File: src/sv/rau_pkg.sv
// ----------------------------------------------------------------------------
// Rational arithmetic unit package
// Shared widths, operation codes and control types.
// ----------------------------------------------------------------------------
package rau_pkg;

    localparam int WORD_BITS = 32;
    localparam int NUM_W     = 32;
    localparam int DEN_W     = 31;
    localparam int FUNC_W    = 4;
    localparam int MAG_W     = 64;
    localparam int CNT_W     = 7;

    localparam logic [FUNC_W-1:0] FN_ADD = 4'd0;
    localparam logic [FUNC_W-1:0] FN_SUB = 4'd1;
    localparam logic [FUNC_W-1:0] FN_MUL = 4'd2;
    localparam logic [FUNC_W-1:0] FN_DIV = 4'd3;
    localparam logic [FUNC_W-1:0] FN_EQ  = 4'd4;
    localparam logic [FUNC_W-1:0] FN_NE  = 4'd5;
    localparam logic [FUNC_W-1:0] FN_LT  = 4'd6;
    localparam logic [FUNC_W-1:0] FN_GT  = 4'd7;
    localparam logic [FUNC_W-1:0] FN_LE  = 4'd8;
    localparam logic [FUNC_W-1:0] FN_GE  = 4'd9;
    localparam logic [FUNC_W-1:0] FN_RCP = 4'd10;

    localparam logic [MAG_W-1:0] LIM =
        (64'd1 << (WORD_BITS - 1)) - 64'd1;

    typedef struct packed {
        logic             start;
        logic [MAG_W-1:0] dividend;
        logic [MAG_W-1:0] divisor;
    } t_div_req;

    typedef struct packed {
        logic             done;
        logic [MAG_W-1:0] quot;
        logic [MAG_W-1:0] rem;
    } t_div_rsp;

endpackage

File: src/sv/rau_div.sv
// ----------------------------------------------------------------------------
// Rational arithmetic unit divider
// Restoring radix-2 divider, one quotient bit per cycle over 64 bits.
// ----------------------------------------------------------------------------
module rau_div (
    input  logic                i_clk,
    input  logic                i_rst_n,
    input  rau_pkg::t_div_req   i_req,
    output rau_pkg::t_div_rsp   o_rsp
);
    logic                          r_busy, n_busy;
    logic [rau_pkg::CNT_W-1:0]     r_cnt, n_cnt;
    logic [rau_pkg::MAG_W-1:0]     r_q, n_q, r_r, n_r, r_d, n_d;
    logic                          r_done, n_done;
    logic [rau_pkg::MAG_W:0]       w_sh;

    assign w_sh = {r_r, r_q[rau_pkg::MAG_W-1]};

    always_comb begin
        n_busy = r_busy;
        n_cnt  = r_cnt;
        n_q    = r_q;
        n_r    = r_r;
        n_d    = r_d;
        n_done = 1'b0;
        if (i_req.start) begin
            n_busy = 1'b1;
            n_cnt  = '0;
            n_q    = i_req.dividend;
            n_r    = '0;
            n_d    = i_req.divisor;
        end else if (r_busy) begin
            if (w_sh >= {1'b0, r_d}) begin
                n_r = rau_pkg::MAG_W'(w_sh - {1'b0, r_d});
                n_q = {r_q[rau_pkg::MAG_W-2:0], 1'b1};
            end else begin
                n_r = w_sh[rau_pkg::MAG_W-1:0];
                n_q = {r_q[rau_pkg::MAG_W-2:0], 1'b0};
            end
            n_cnt = r_cnt + 1'b1;
            if (r_cnt == rau_pkg::CNT_W'(rau_pkg::MAG_W - 1)) begin
                n_busy = 1'b0;
                n_done = 1'b1;
            end
        end
    end

    always_ff @(posedge i_clk) begin
        if (!i_rst_n) begin
            r_busy <= 1'b0;
            r_done <= 1'b0;
            r_cnt  <= '0;
        end else begin
            r_busy <= n_busy;
            r_done <= n_done;
            r_cnt  <= n_cnt;
        end
        r_q <= n_q;
        r_r <= n_r;
        r_d <= n_d;
    end

    assign o_rsp.done = r_done;
    assign o_rsp.quot = r_q;
    assign o_rsp.rem  = r_r;

    a_done_after_busy: assert property (@(posedge i_clk) disable iff (!i_rst_n)
        r_done |-> $past(r_busy)) else $error("done without busy");
    a_cnt_idle: assert property (@(posedge i_clk) disable iff (!i_rst_n)
        $fell(r_busy) && !$past(i_req.start) |-> r_done) else $error("busy fell early");
    a_cnt_range: assert property (@(posedge i_clk) disable iff (!i_rst_n)
        r_busy |-> r_cnt < rau_pkg::CNT_W'(rau_pkg::MAG_W)) else $error("count range");
endmodule

File: config.mk
export PLATFORM = sky130hd
export DESIGN_NAME = rau_div
export DESIGN_NICKNAME = d
export VERILOG_FILES = /design/src/sv/rau_pkg.sv /design/src/sv/rau_div.sv
export SDC_FILE = /design/constraint.sdc
export NUM_CORES = 1
export LEC_CHECK = 0
export BUFFER_PORTS_ARGS = -buffer_cell sky130_fd_sc_hd__buf_4
export CORE_UTILIZATION = 53
export DETAILED_ROUTE_END_ITERATION = 7
export PLACE_DENSITY = 0.78
export SETUP_SLACK_MARGIN = 0.15
export SLEW_MARGIN = 20
export SYNTH_ARGS = -nofsm -noshare
export SYNTH_HDL_FRONTEND = slang
export SYNTH_SLANG_ARGS = --single-unit
File: constraint.sdc
create_clock -name i_clk -period 4 [get_ports i_clk]
set_input_delay 0.4 -clock i_clk [delete_from_list [all_inputs] [get_ports i_clk]]
set_output_delay 0.4 -clock i_clk [all_outputs]
set_load 0.05 [all_outputs]
==> impl_metrics.toml, run 1 <==
[synth]
syn-cell-area_um2 = 11900
syn_nets = 1435
synth_seq_cells = 201
syn_area_per_cell_um2 = 9.60
synth_cells = 1238
ys_types = 65
yosys_warnings = 0
synth-main-ff-cell = "edfxtp_1"
async_reset_ff_share_pct = 0
synth-edff-count = 128
yosysSeqAreaShare_pct = 44.6

[cts]
cts.sinks = 201
tritoncts = "built"
clockBufferDepth = 3
htree_levels = 1
hold_buffers = 0
numCtsBuffers = 23
clk_pin_slew_ns = 0.06
worstSkewPairLatency_ns = 0.52
cts-root-buf = "clkbuf_16"

[die]
initial_core_util_pct = 54.3
boundaryPins = 260
die_h_um = 152
rows = 54
core_area_um2 = 21900
die-area_um2 = 23000
die_w_um = 152

[critical_path]
crit_arrival_ns = 4.09
crit_type = "flip-flop to flip-flop"
cp_max_fo = 11
required_ns = 4.42
worstSetupEndpointType = "flip-flop"
start_kind = "flip-flop"

[sta]
slew_headroom_pct = 37.8
max_freq_ghz = 0.273
min_period_ns = 3.66
maxSlewViolCount = 0
period_share_pct = 91.6
setup_viol = 0
tns_ns = 0
hold_violations = 0
tightest_slew_ns = 0.933
grt_setup_unrepaired = "no"
fin_skew_ns = 0.0127

[global_route]
grt_max_degree = 89
grt_pass1_wl_mm = 49.4
grt_pass1_vias = 9821
grtUsageTotal_pct = 27.3
grt_overflow = 0
antenna_found_initial = 0

[layout]
num_antenna_cells = 0
drive_above_1_share_pct = 25.8
final_util_pct = 67.3
layout.nets = 1658
area_delta_synth_final_pct = 24.0
final_common_cell = "buf_4"
final_cell_mix = "267 x buf_4, 153 x nand2_1, 128 x edfxtp_1"

[placed_design]
hpwl_mm = 23.7
gp_congestion = 0.923
port_buffers = 259

[min_path]
min_path_type = "input pin to flip-flop"

[pwr]
p_leak_nw = 6.26
power_density_nw_per_um2 = 431
vdd_ir_drop_max_mv = 0.340

[route]
ant_nets = 0
first_iter_violations = 660
routed_wirelength_mm = 32.3
drc = 0
viasPerCell = 5.89
vias = 10400
wl_per_cell_um = 18.4
dr.pass1.iters = 5

[run_status]
outcome = "complete, no violations"

[run]
maxCapViolations = 0
==> critical path, stage by stage, from the launching register on <==
cell      delay [ns]
dfxtp_1         0.36
ha_1            0.41
nand2_1         0.15
or4_1           0.57
or4_1           0.50
a21oi_2         0.22
o31ai_2         0.16
a21oi_4         0.26
a21oi_2         0.23
or3b_1          0.44
a311oi_1        0.25
==> final cells by class <==
class                      count  area [µm²]
tap                          280         350
clock buffer                  29         598
multi-input combinational    883        5990
inverter                      81         304
fill                        1787        7150
timing repair buffer         271        2080
sequential                   201        5310
clock inverter                13         113
==> state kept, by name, summed over array words and instances (netlist names) <==
signal,cells
r_busy,1
r_cnt,7
r_d,64
r_done,1
r_q,64
r_r,64
==> per-stage QoR <==
step | hold WS, ns | std cells | setup slack [ns] | total power, mW | instance area [µm²]
2_1_floorplan | 0.433 | 1238 | 0.621 | 3.80 | 11900
3_3_place_gp | 0.453 | 1715 | 0.530 | 4.32 | 14000
3_5_place_dp | 0.474 | 1715 | 0.452 | 4.34 | 14000
4_1_cts | 0.0386 | 1757 | 0.423 | 6.38 | 14700
5_1_grt | 0.0403 | 1758 | 0.182 | 6.62 | 14700
6_report | 0.0541 | 1758 | 0.336 | 6.35 | 14700
==> logic make-up after synthesis <==
| logic type | synth area share (%) |
|---|---|
| simple gates | 14.9 |
| compound gates | 17.5 |
| flops | 44.6 |
| buf+inv | 5.15 |
| mux | 6.58 |
| fa+ha+maj | 7.01 |
| xor+xnor | 4.20 |
==> metal layers <==
| layer | routed length [µm] | GRT usage [%] |
|---|---|---|
| met5 | 0 | 0 |
| met4 | 1050 | 9.55 |
| met3 | 3320 | 7.84 |
| met2 | 14800 | 44.5 |
| met1 | 13100 | 34.4 |
==> synthesized netlist by cell type, types with 10 or more instances <==
library cell / number / area [µm²]
nand2_1: 153 / 574
edfxtp_1: 128 / 3840
nor2_1: 99 / 372
a21oi_1: 85 / 425
inv_1: 81 / 304
dfxtp_1: 73 / 1460
clkbuf_1: 67 / 251
ha_1: 65 / 813
mux2_2: 65 / 732
a311oi_1: 50 / 438
o21ai_0: 48 / 240
xnor2_1: 35 / 307
a21o_1: 28 / 210
nand4_1: 27 / 169
xor2_1: 22 / 193
nand2b_1: 18 / 113
nand3_1: 18 / 90.1
a211oi_1: 13 / 97.6
o211ai_1: 13 / 97.6
o21bai_1: 12 / 90.1
nor3_1: 10 / 50.1
==> worst paths after layout <==
path | start | to | slack, ns | cells after the start
max reg2reg | r_r[26] | r_r[38] | 0.34 | 10
min | i_req[9] | r_d[9] | 0.05 | 1
min reg2reg | r_cnt[6] | r_done | 0.48 | 1
max | r_r[26] | r_r[38] | 0.34 | 10
==> power by group <==
group          internal (mW)  switching, mW
logic                  0.657           1.13
registers               2.40          0.135
clock network           1.18          0.840
total                   4.25           2.10
==> repair_timing <==
item / in CTS / in global routing
resized for setup: 0 / 1
setup buffers: 0 / 0
setup endpoints to repair: 0 / 10
(Power assumes the default switching activity.)
==> inputs of run 2 (changes only) <==
Settings changed: CORE_MARGIN set to 2.
==> impl_metrics.toml, run 2 (synthesized netlist as in run 1, its figures left out) <==
[run_status]
outcome = "complete, no violations"

[pwr]
power_density_nw_per_um2 = 435
p_leak_nw = 6.27
p_comb_share_pct = 27.9
p_switching_mw = 2.13
switching_share_pct = 33.2
pwr-share-clk_pct = 32.6
vdd_ir_drop_max_mv = 0.417
internal-power_mw = 4.28
pwr-share-seq_pct = 39.6

[layout]
final_common_cell = "buf_4"
layout.nets = 1657
area_delta_synth_final_pct = 24.2
final_cell_mix = "267 x buf_4, 153 x nand2_1, 128 x edfxtp_1"
reg.largest.list = "r_d: 64 flops, r_q: 64 flops, r_r: 64 flops"
drive_above_1_share_pct = 25.8
nFillCells = 1714
final_util_pct = 67.4
num_antenna_cells = 0

[route]
dr.pass1.iters = 5
drc = 0
ant_nets = 0
first_iter_violations = 645
viasPerCell = 5.86
vias = 10300
routed_wirelength_mm = 32.4
wl_per_cell_um = 18.4

[sta]
fin_skew_ns = 0.0195
hold_violations = 0
grt_setup_unrepaired = "no"
setup_viol = 0
min_period_ns = 3.63
max_freq_ghz = 0.275
tns_ns = 0
tightest_slew_ns = 0.851
maxSlewViolCount = 0
period_share_pct = 90.9
slew_headroom_pct = 43.2

[min_path]
min_path_type = "input pin to flip-flop"

[global_route]
grt_max_degree = 110
grtUsageTotal_pct = 26.3
grt_pass1_wl_mm = 50.8
grt_pass1_vias = 9893
antenna_found_initial = 0
grt_overflow = 0

[critical_path]
crit_chain = "inv_1 -> ha_1 -> nand2_1 -> or4_1 -> or4_1 -> a21oi_2 -> o31ai_4 -> a21oi_4 -> a21o_2 -> buf_4 -> nand2_1 -> a311oi_1"
start_kind = "flip-flop"
required_ns = 4.41
crit_type = "flip-flop to flip-flop"
worst-r2r-setup-slack_ns = 0.37
r2r_end = "r_r[47]"
cp.depth = 12
critical-path-top-delay-family = "simple AND/OR/NAND/NOR gates"
cp_max_fo = 13
r2r_cells = 12
crit_slowest_cell = "or4_1"
cp-startpoint = "r_d[27]"
worstSetupEndpointType = "flip-flop"
endpoint = "r_r[47]"
reg2reg_from = "r_d[27]"
critPathBufInv = 2
crit_arrival_ns = 4.04
max_stage_delay_ns = 0.56

[run]
maxCapViolations = 0

[placed_design]
gp_congestion = 0.904
hpwl_mm = 24.0
port_buffers = 259

[die]
core_area_um2 = 21900
die_h_um = 154
initial_core_util_pct = 54.3
rows = 54
die-area_um2 = 23600
die_w_um = 154
boundaryPins = 260

[cts]
clk_pin_slew_ns = 0.06
cts-root-buf = "clkbuf_16"
hold_buffers = 0
cts.sinks = 201
numCtsBuffers = 24
tritoncts = "built"
htree_levels = 1
clockBufferDepth = 3
worstSkewPairLatency_ns = 0.54
cts_setup_buffers = 0
[run 2: cell types whose count changed in the layout (fill, tap and decap cells not counted), sizes merged]
cell    delta
inv        -1
buf        -1
a21oi      -1
clkbuf     +8
clkinv     -4
bufinv     -1
[run 2: what timing repair did]
| action | CTS | global route |
|---|---|---|
| endpoints found under the hold margin | 0 | 0 |
| resized for setup | 0 | 1 |
| endpoints found under the setup margin | 0 | 17 |
[run 2: per-stage QoR]
stage	cell area, µm²	worst slack [ns]	cells	total power, mW	hold slack, ns
finish	14800	0.365	1758	6.41	0.0410
global route	14800	0.175	1758	6.67	0.0274
CTS	14800	0.397	1758	6.44	0.0205
detailed placement	14000	0.440	1714	4.34	0.463
global placement	14000	0.592	1714	4.31	0.447
floorplan	11900	0.621	1238	3.80	0.433
[run 2: power groups by stage]
stage | logic (mW) | clock network, mW | registers, mW
final | 1.79 | 2.09 | 2.54
after global routing | 1.92 | 2.20 | 2.56
after CTS | 1.77 | 2.13 | 2.54
after detailed placement | 1.76 | 0 | 2.58
after global placement | 1.74 | 0 | 2.57
after floorplan | 0.869 | 0 | 2.93
[run 2: final cells by class]
| cell class | instances | area, µm² | area share [%] |
|---|---|---|---|
| clock inverters | 7 | 86.3 | 0.585 |
| well taps | 280 | 350 | 2.37 |
| multi-input cells | 882 | 5990 | 40.6 |
| clock buffers | 37 | 669 | 4.54 |
| inverters | 81 | 304 | 2.06 |
| flip-flops and latches | 201 | 5310 | 36.0 |
| repair buffers | 270 | 2060 | 13.9 |
[run 2: worst min-delay path by stage]
stage                   start  endpoint  slack, ns  cells after the start
detailed placement   r_cnt[6]    r_done       0.46                      1
CTS                 i_req[57]   r_d[57]       0.02                      1
floorplan            r_cnt[6]    r_done       0.43                      1
finish              i_req[57]   r_d[57]       0.04                      1
global placement     r_cnt[6]    r_done       0.45                      1
global route        i_req[57]   r_d[57]       0.03                      1
[run 2: per-layer routing]
layer  global-route usage [%]  vias to the layer above  share of wire [%]
met1                     33.4                     4823                 41
li1                         -                     4979                  -
met2                     43.4                      446                 47
met5                        0                        -                  0
met3                     7.55                       62                9.7
met4                     8.56                        0                3.2
[run 2: worst reg2reg max path: stages, from the launching register on]
cell and delay (ns):
edfxtp_1 0.33, inv_1 0.04, ha_1 0.38, nand2_1 0.14, or4_1 0.56, or4_1 0.50
a21oi_2 0.26, o31ai_4 0.15, a21oi_4 0.21, a21o_2 0.27, buf_4 0.22, nand2_1 0.09
a311oi_1 0.36
